--- config.mk ---
export PLATFORM = sky130hd
export DESIGN_NAME = radix_text_to_int64_parser
export DESIGN_NICKNAME = d
export VERILOG_FILES = /design/src/sv/rtip_pkg.sv /design/src/sv/radix_text_to_int64_parser.sv /design/src/sv/rtip_char_class.sv /design/src/sv/rtip_parse_core.sv
export SDC_FILE = /design/constraint.sdc
export NUM_CORES = 1
export LEC_CHECK = 0
export BUFFER_PORTS_ARGS = -buffer_cell sky130_fd_sc_hd__buf_4
export CORE_UTILIZATION = 65
export CTS_BUF_LIST = sky130_fd_sc_hd__clkbuf_8
export DETAILED_ROUTE_END_ITERATION = 10
export GPL_TIMING_DRIVEN = 0
export PLACE_DENSITY = 0.87
export SYNTH_ARGS = -nofsm -noshare
export SYNTH_HDL_FRONTEND = slang
export SYNTH_SLANG_ARGS = --single-unit
--- constraint.sdc ---
create_clock -name clk -period 25.4 [get_ports clk]
set_clock_uncertainty 0.15 [all_clocks]
set_input_delay 3.81 -clock clk [delete_from_list [all_inputs] [get_ports clk]]
set_output_delay 3.81 -clock clk [all_outputs]
set_load 0.03 [all_outputs]
--- src/sv/rtip_pkg.sv ---
`timescale 1ns / 1ps

package rtip_pkg;

	localparam int MaxChars = 4096;
	localparam int CharIdxW = $clog2(MaxChars);
	localparam int PosW     = 12;
	localparam int CpW      = 21;
	localparam int BaseW    = 6;
	localparam int DigitW   = 6;
	localparam int ValueW   = 64;
	localparam int ProdW    = ValueW + BaseW + 1;

	localparam logic [CpW-1:0] SignPlus   = CpW'(32'h002b);
	localparam logic [CpW-1:0] SignHyphen = CpW'(32'h002d);
	localparam logic [CpW-1:0] SignMinus  = CpW'(32'h2212);

	localparam logic [BaseW-1:0] BaseReset = BaseW'(10);
	localparam logic [BaseW-1:0] BaseMin   = BaseW'(2);
	localparam logic [BaseW-1:0] BaseMax   = BaseW'(36);

	// Digit code for a character that is no digit at all; never below a legal radix.
	localparam logic [DigitW-1:0] NoDigit = DigitW'(36);

	typedef enum logic [2:0] {
		StOk            = 3'd0,
		StEmpty         = 3'd1,
		StDoubleSpace   = 3'd2,
		StIllegal       = 3'd3,
		StOverflow      = 3'd4,
		StTrailingSpace = 3'd5,
		StNoDigits      = 3'd6
	} status_t;

	typedef struct packed {
		logic              is_space;
		logic              is_plus;
		logic              is_minus;
		logic [DigitW-1:0] digit;
	} char_class_t;

	typedef struct packed {
		logic              valid;
		logic [ValueW-1:0] value;
		status_t           status;
		logic [PosW-1:0]   position;
	} result_t;

endpackage

--- src/sv/radix_text_to_int64_parser.sv ---
`timescale 1ns / 1ps

// Streaming text-to-integer converter. Each item on the char channel is one
// Unicode code point; the item with last_char set closes the string and
// yields exactly one item on the result channel, carrying the signed 64-bit
// value, a status code and the index of the first error. The block takes one
// character every cycle unless a last character waits on the result
// register: an input register feeds the combinational classification, a 64x6
// multiply-add with its range check and the state update, and a result
// register holds the answer. The parse state loops back through that logic,
// so a character may follow the previous one with no gap. The result of a
// last character passes from the input register to the result register,
// where it can be taken. A result that is not taken stalls only a following last character;
// ordinary characters keep flowing. The radix register accepts a write in any
// cycle and should only be changed between strings.

module radix_text_to_int64_parser (
	input  logic                         clk,
	input  logic                         arst_n,

	input  logic                         cfg_valid,
	output logic                         cfg_ready,
	input  logic [rtip_pkg::BaseW-1:0]   number_base,

	input  logic                         char_valid,
	output logic                         char_ready,
	input  logic [rtip_pkg::CpW-1:0]     code_point,
	input  logic                         last_char,
	input  logic                         empty_text,

	output logic                         result_valid,
	input  logic                         result_ready,
	output logic signed [rtip_pkg::ValueW-1:0] parsed_value,
	output logic [2:0]                   status,
	output logic [rtip_pkg::PosW-1:0]    error_position
);

	// Radix register.
	logic [rtip_pkg::BaseW-1:0] base_q;

	// Input register stage.
	logic                     valid_s1;
	logic [rtip_pkg::CpW-1:0] cp_s1;
	logic                     last_s1;
	logic                     empty_s1;

	// Result register.
	logic                        res_valid_q;
	logic [rtip_pkg::ValueW-1:0] res_value_q;
	rtip_pkg::status_t           res_status_q;
	logic [rtip_pkg::PosW-1:0]   res_pos_q;

	rtip_pkg::char_class_t cls;
	rtip_pkg::result_t     result;
	logic                  out_free;
	logic                  advance;

	assign cfg_ready = 1'b1;

	always_ff @(posedge clk or negedge arst_n) begin
		if (!arst_n) begin
			base_q <= rtip_pkg::BaseReset;
		end else if (cfg_valid) begin
			base_q <= number_base;
		end
	end

	// The staged item moves on unless it closes a string while the result
	// register still holds an answer that nobody has taken.
	assign out_free   = !res_valid_q || result_ready;
	assign advance    = valid_s1 && (!last_s1 || out_free);
	assign char_ready = !valid_s1 || advance;

	always_ff @(posedge clk or negedge arst_n) begin
		if (!arst_n) begin
			valid_s1 <= 1'b0;
		end else if (char_ready) begin
			valid_s1 <= char_valid;
		end
	end

	always_ff @(posedge clk) begin
		if (char_valid && char_ready) begin
			cp_s1    <= code_point;
			last_s1  <= last_char;
			empty_s1 <= empty_text;
		end
	end

	rtip_char_class u_char_class (
		.code_point (cp_s1),
		.cls        (cls)
	);

	rtip_parse_core u_parse_core (
		.clk         (clk),
		.arst_n      (arst_n),
		.step        (advance),
		.cls         (cls),
		.last_char   (last_s1),
		.empty_text  (empty_s1),
		.number_base (base_q),
		.result      (result)
	);

	always_ff @(posedge clk or negedge arst_n) begin
		if (!arst_n) begin
			res_valid_q <= 1'b0;
		end else if (advance && result.valid) begin
			res_valid_q <= 1'b1;
		end else if (result_ready) begin
			res_valid_q <= 1'b0;
		end
	end

	always_ff @(posedge clk) begin
		if (advance && result.valid) begin
			res_value_q  <= result.value;
			res_status_q <= result.status;
			res_pos_q    <= result.position;
		end
	end

	assign result_valid   = res_valid_q;
	assign parsed_value   = res_value_q;
	assign status         = res_status_q;
	assign error_position = res_pos_q;

endmodule

--- src/sv/rtip_char_class.sv ---
`timescale 1ns / 1ps

module rtip_char_class (
	input  logic [rtip_pkg::CpW-1:0] code_point,
	output rtip_pkg::char_class_t    cls
);

	logic [rtip_pkg::CpW-1:0] cp;

	assign cp = code_point;

	always_comb begin
		cls.is_plus  = (cp == rtip_pkg::SignPlus);
		cls.is_minus = (cp == rtip_pkg::SignHyphen) || (cp == rtip_pkg::SignMinus);

		// Unicode space separators (Zs).
		cls.is_space = (cp == rtip_pkg::CpW'(32'h0020)) ||
		               (cp == rtip_pkg::CpW'(32'h00a0)) ||
		               (cp == rtip_pkg::CpW'(32'h1680)) ||
		               ((cp >= rtip_pkg::CpW'(32'h2000)) &&
		                (cp <= rtip_pkg::CpW'(32'h200a))) ||
		               (cp == rtip_pkg::CpW'(32'h202f)) ||
		               (cp == rtip_pkg::CpW'(32'h205f)) ||
		               (cp == rtip_pkg::CpW'(32'h3000));

		if ((cp >= rtip_pkg::CpW'(32'h30)) && (cp <= rtip_pkg::CpW'(32'h39))) begin
			cls.digit = rtip_pkg::DigitW'(cp - rtip_pkg::CpW'(32'h30));
		end else if ((cp >= rtip_pkg::CpW'(32'h61)) && (cp <= rtip_pkg::CpW'(32'h7a))) begin
			cls.digit = rtip_pkg::DigitW'(cp - rtip_pkg::CpW'(32'h61) + rtip_pkg::CpW'(10));
		end else if ((cp >= rtip_pkg::CpW'(32'h41)) && (cp <= rtip_pkg::CpW'(32'h5a))) begin
			cls.digit = rtip_pkg::DigitW'(cp - rtip_pkg::CpW'(32'h41) + rtip_pkg::CpW'(10));
		end else begin
			cls.digit = rtip_pkg::NoDigit;
		end
	end

endmodule

--- src/sv/rtip_parse_core.sv ---
`timescale 1ns / 1ps

module rtip_parse_core (
	input  logic                       clk,
	input  logic                       arst_n,
	input  logic                       step,
	input  rtip_pkg::char_class_t      cls,
	input  logic                       last_char,
	input  logic                       empty_text,
	input  logic [rtip_pkg::BaseW-1:0] number_base,
	output rtip_pkg::result_t          result
);

	logic [rtip_pkg::ValueW-1:0]   acc_q, acc_d;
	logic                          neg_q, neg_d;
	logic                          space_q, space_d;
	logic                          seen_q, seen_d;
	logic [rtip_pkg::CharIdxW-1:0] idx_q, idx_d;
	rtip_pkg::status_t             err_q, err_d;
	logic [rtip_pkg::PosW-1:0]     eidx_q, eidx_d;

	logic [rtip_pkg::BaseW-1:0]    base;
	logic [rtip_pkg::ProdW-1:0]    prod;
	logic [rtip_pkg::ProdW-1:0]    limit;
	logic [rtip_pkg::PosW-1:0]     pos;
	logic                          first;

	always_comb begin
		if (number_base < rtip_pkg::BaseMin) begin
			base = rtip_pkg::BaseMin;
		end else if (number_base > rtip_pkg::BaseMax) begin
			base = rtip_pkg::BaseMax;
		end else begin
			base = number_base;
		end
	end

	// The full product is compared with the limit, so no division is needed.
	assign prod  = rtip_pkg::ProdW'(acc_q) * rtip_pkg::ProdW'(base) +
	               rtip_pkg::ProdW'(cls.digit);
	assign limit = (rtip_pkg::ProdW'(1) << (rtip_pkg::ValueW - 1)) -
	               rtip_pkg::ProdW'(!neg_q);
	assign pos   = rtip_pkg::PosW'(idx_q);
	assign first = (idx_q == '0);

	always_comb begin
		acc_d   = acc_q;
		neg_d   = neg_q;
		space_d = space_q;
		seen_d  = seen_q;
		idx_d   = idx_q;
		err_d   = err_q;
		eidx_d  = eidx_q;

		result.valid    = 1'b0;
		result.value    = '0;
		result.status   = rtip_pkg::StOk;
		result.position = '0;

		if (empty_text) begin
			if (last_char) begin
				result.valid  = 1'b1;
				result.status = rtip_pkg::StEmpty;
			end
		end else begin
			if (err_q == rtip_pkg::StOk) begin
				if (first && cls.is_minus) begin
					neg_d = 1'b1;
				end else if (first && cls.is_plus) begin
					neg_d = neg_q;
				end else if (!first && cls.is_space) begin
					if (space_q) begin
						err_d  = rtip_pkg::StDoubleSpace;
						eidx_d = pos;
					end else begin
						space_d = 1'b1;
					end
				end else if (cls.digit >= base) begin
					err_d  = rtip_pkg::StIllegal;
					eidx_d = pos;
				end else if (prod > limit) begin
					err_d  = rtip_pkg::StOverflow;
					eidx_d = pos;
				end else begin
					acc_d   = prod[rtip_pkg::ValueW-1:0];
					space_d = 1'b0;
					seen_d  = 1'b1;
				end
			end

			if (!last_char) begin
				if (idx_q < rtip_pkg::CharIdxW'(rtip_pkg::MaxChars - 1)) begin
					idx_d = idx_q + rtip_pkg::CharIdxW'(1);
				end
			end else begin
				if (space_d && err_d == rtip_pkg::StOk) begin
					err_d  = rtip_pkg::StTrailingSpace;
					eidx_d = pos;
				end
				if (!seen_d && err_d == rtip_pkg::StOk) begin
					err_d  = rtip_pkg::StNoDigits;
					eidx_d = pos;
				end
				result.valid = 1'b1;
				if (err_d != rtip_pkg::StOk) begin
					result.status   = err_d;
					result.position = eidx_d;
				end else begin
					result.value = neg_d ? (rtip_pkg::ValueW'(0) - acc_d) : acc_d;
				end
			end
		end
	end

	always_ff @(posedge clk or negedge arst_n) begin
		if (!arst_n) begin
			acc_q   <= '0;
			neg_q   <= 1'b0;
			space_q <= 1'b0;
			seen_q  <= 1'b0;
			idx_q   <= '0;
			err_q   <= rtip_pkg::StOk;
			eidx_q  <= '0;
		end else if (step) begin
			if (result.valid) begin
				acc_q   <= '0;
				neg_q   <= 1'b0;
				space_q <= 1'b0;
				seen_q  <= 1'b0;
				idx_q   <= '0;
				err_q   <= rtip_pkg::StOk;
				eidx_q  <= '0;
			end else begin
				acc_q   <= acc_d;
				neg_q   <= neg_d;
				space_q <= space_d;
				seen_q  <= seen_d;
				idx_q   <= idx_d;
				err_q   <= err_d;
				eidx_q  <= eidx_d;
			end
		end
	end

endmodule

==> run metrics <==
status=complete, but fails checks; failing checks=max-capacitance violations, max-slew violations; Pint=0.0006564 W; Initial Util=0.6638; Required @ worst endpoint=between 20000 and 30000 ps; Post-Syn Nets=about 3.6k; count of final setup violators=0; CP endpoint kind=flop; post-synthesis area per instance=8.854 sq um; mux share of post-synthesis cell area=0.05242; min Tclk post-route=16940 ps; Power Dens Cells=around 37 nW/um^2; top cells by count, synth=344 x nand2_1, 252 x fa_1, 250 x and2_1; Detailed Routing Iterations Pass 1=7; worst-skew pair later-pin latency=between 500 and 600 ps; Buffers on Ports=113; worst min path class=flop to flop; Fmax=a little under 60 MHz; synthesized instance count=3089; HPWL after DPL=76.98 mm; #FFs+latches synth=204; GR Util All Layers=0.4443; pin count of the biggest net entering global routing=just over 100; Compound-Gate Fraction of Synth Area=0.1401; share of total power in sequential cells=0.339; Vias=25.59k; Top cell by count, worst path=fa_1; Max clock buf depth=3; crit path DAT=about 17000 ps; CTS buffer count=34; clock root buffer=clkbuf_8; first-pass GRT wire length=146.2 mm; CP startpoint kind=flop; largest cells by area after synthesis=fa_1 18%, edfxtp_1 11%, ha_1 11%; clock transition at the registers of the reported paths=70 ps; CTS tree=yes; Die Ht=207.1 um; Yosys cell types=100; Max-Cap Viols=1; Max FO, Critical Path=11; dpl cell area=28920 sq um; Area Overhead vs Synth=8.468%; drt first-iter violations=3222; setup TNS after final layout=0 ps; Worst Tran Pin Value=1527 ps; RSZ-0062 raised after global routing=no; Period Utilization, post-route=0.6670; initial antenna violation count=2; Comb power frac=0.372; switching part of the total=0.4072; slowest library cell on the worst path=a211oi_1; share of the synthesized area in the top cell type=0.1844; CTS sink cnt=204; # rows=between 70 and 80; nets=about 3.8k; largest family of logic cells by synthesized area=adder cells; Seq/Total Area, Yosys=0.2054; postcts setup bufs=0; WL final=96.54 mm; Congestion Overflow GR=0; Slew Limit Fails=5; Setup CP Type=flop to flop; Syn Std Cell Area=between 20000 and 30000 sq um; Async S/R FF share, synth=0.5000; routability cong.=1.015; Post-synth EDFFs=102; Synth area leader=fa_1; Top-Level Pins=between 100 and 150; mean routed wirelength per cell=approximately 25 um; share of cells above drive strength 1=0.09149; register-to-register setup slack=8460 ps; H-tree depth=2; Clock power frac=0.290; Core ar.=41200 sq um; antenna-violating nets left=0; slowest cell delay on critical path=1110 ps; die area=42900 sq um; Die Wd=207.1 um; DR vias/cell=6.732; Rel. slew slack=-0.02470; vias in the first global route=25.48k; P_sw=0.0004508 W; Yosys warning count=0; Post-Synth XOR/XNOR Area=0.03683; Resized Gates After CTS=0; IR drop worst, VDD=approximately 0.039 mV; # hold bufs at CTS=0; post-synthesis simple-gate area fraction=0.2176; DRC viols=0; Crit path max-delay family=compound AO/OA/AOI/OAI gates; fin area=around 30000 sq um; final hold viol count=0; most frequent cell after synthesis=nand2_1; post-synthesis adder-cell area fraction=0.2901; Buf+Inv Stages, Crit Path=7; top_reg_cell synth=edfxtp_1; Leak=roughly 14 nW
==> metal layers <==
layer  routed length (um)  GRT usage  share of wire  up-vias
li1                     -          -              -    11030
met1                35160     0.5508           0.36    12460
met2                43260     0.6901           0.45     1675
met3                10170    0.09384           0.11      429
met4                 7945     0.3250          0.082        2
met5                   12          0        0.00012        -
==> cell usage in the layout (no fill, tap or decap), types with 14 or more instances in the layout <==
cell	synthesis	layout
a21o_1	52	52
o211ai_1	14	14
and3_1	16	16
ha_1	231	231
o21a_1	20	20
a31oi_1	17	17
mux2_2	32	32
nand4_1	60	60
nor2_1	237	237
mux2i_1	105	105
or3_1	24	24
clkbuf_1	137	136
nand2_1	344	344
fa_1	252	252
nor3_1	59	59
xor2_1	65	65
and2_1	250	250
inv_1	206	216
xnor2_1	50	50
edfxtp_1	102	102
buf_4	13	125
a211oi_1	15	15
o21ai_1	14	14
buf_2	21	22
nor2b_1	16	16
or4_1	19	19
clkbuf_8	0	36
a21oi_1	153	153
a22o_1	33	33
nor4_1	30	30
dfrtp_1	100	99
nand3_1	39	39
o21ai_0	144	144
or2_2	14	14
==> power by group through the flow <==
stage | logic, W | clock network (W) | registers [W]
after floorplan | 0.000243 | 0 | 0.000389
after CTS | 0.000391 | 0.000318 | 0.000374
after detailed placement | 0.000389 | 0 | 0.000381
after global placement | 0.000381 | 0 | 0.000381
final | 0.000411 | 0.000321 | 0.000375
after global routing | 0.000427 | 0.000332 | 0.000376
==> state kept, by name, summed over array words and instances, names as in the netlist, 3 cells and up <==
signal / count
parsed_value: 64
base_q: 6
u_parse_core.eidx_q: 12
status: 3
u_parse_core.acc_q: 64
u_parse_core.err_q: 3
u_parse_core.idx_q: 12
cp_s1: 21
error_position: 12
==> worst register-to-register path: cells and delay by family (launching register included) <==
family,cells,cell delay (ps)
compound gates,14,5420
flops,1,460
xor+xnor,1,300
simple gates,11,3630
buf+inv,7,2950
fa+ha+maj,7,3070
mux,2,710
==> worst paths after layout <==
kind / startpoint / endpoint / depth (start not counted)
worst max register to register: base_q[5] / parsed_value[60] / 42
min in group asynchronous: arst_n / u_parse_core.eidx_q[8] / 1
worst min-delay path: u_parse_core.eidx_q[1] / u_parse_core.eidx_q[1] / 1
max in group asynchronous: arst_n / u_parse_core.acc_q[18] / 2
worst max-delay path: base_q[5] / parsed_value[60] / 42
worst min register to register: u_parse_core.eidx_q[1] / u_parse_core.eidx_q[1] / 1
==> cell type report <==
cell class | instances | area [sq um]
Sequential cell | 204 | 5619
Fill cell | 3103 | 11530
Timing Repair Buffer | 117 | 932.1
Antenna cell | 1 | 2.502
Multi-Input combinational cell | 2495 | 20170
Inverter | 207 | 777.0
Clock inverter | 26 | 209.0
Buffer | 183 | 797.0
Clock buffer | 36 | 495.5
Tap cell | 532 | 665.6
==> cell families (layout without fill, tap and decap cells) <==
logic type	Yosys count	count (layout)
other cells	1	2
xor+xnor	115	115
fa+ha+maj	483	483
mux	138	138
flops	204	204
buf+inv	390	569
simple gates	1175	1175
compound gates	583	583
==> metrics by stage <==
| step | power [W] | worst slack [ps] | hold slack [ps] | utilization | instances |
|---|---|---|---|---|---|
| floorplan | 0.0006323 | 14600 | 315.2 | - | 3089 |
| global placement | 0.0007621 | 9359 | 333.5 | 0.7006 | 3734 |
| detailed placement | 0.0007693 | 9412 | 334.6 | 0.7020 | 3736 |
| CTS | 0.001084 | 9319 | 357.5 | 0.7191 | 3798 |
| global route | 0.001135 | 8474 | 364.5 | 0.7200 | 3800 |
| finish | 0.001107 | 8459 | 359.5 | 0.7200 | 3801 |
Power figures use the tool's default switching activity.
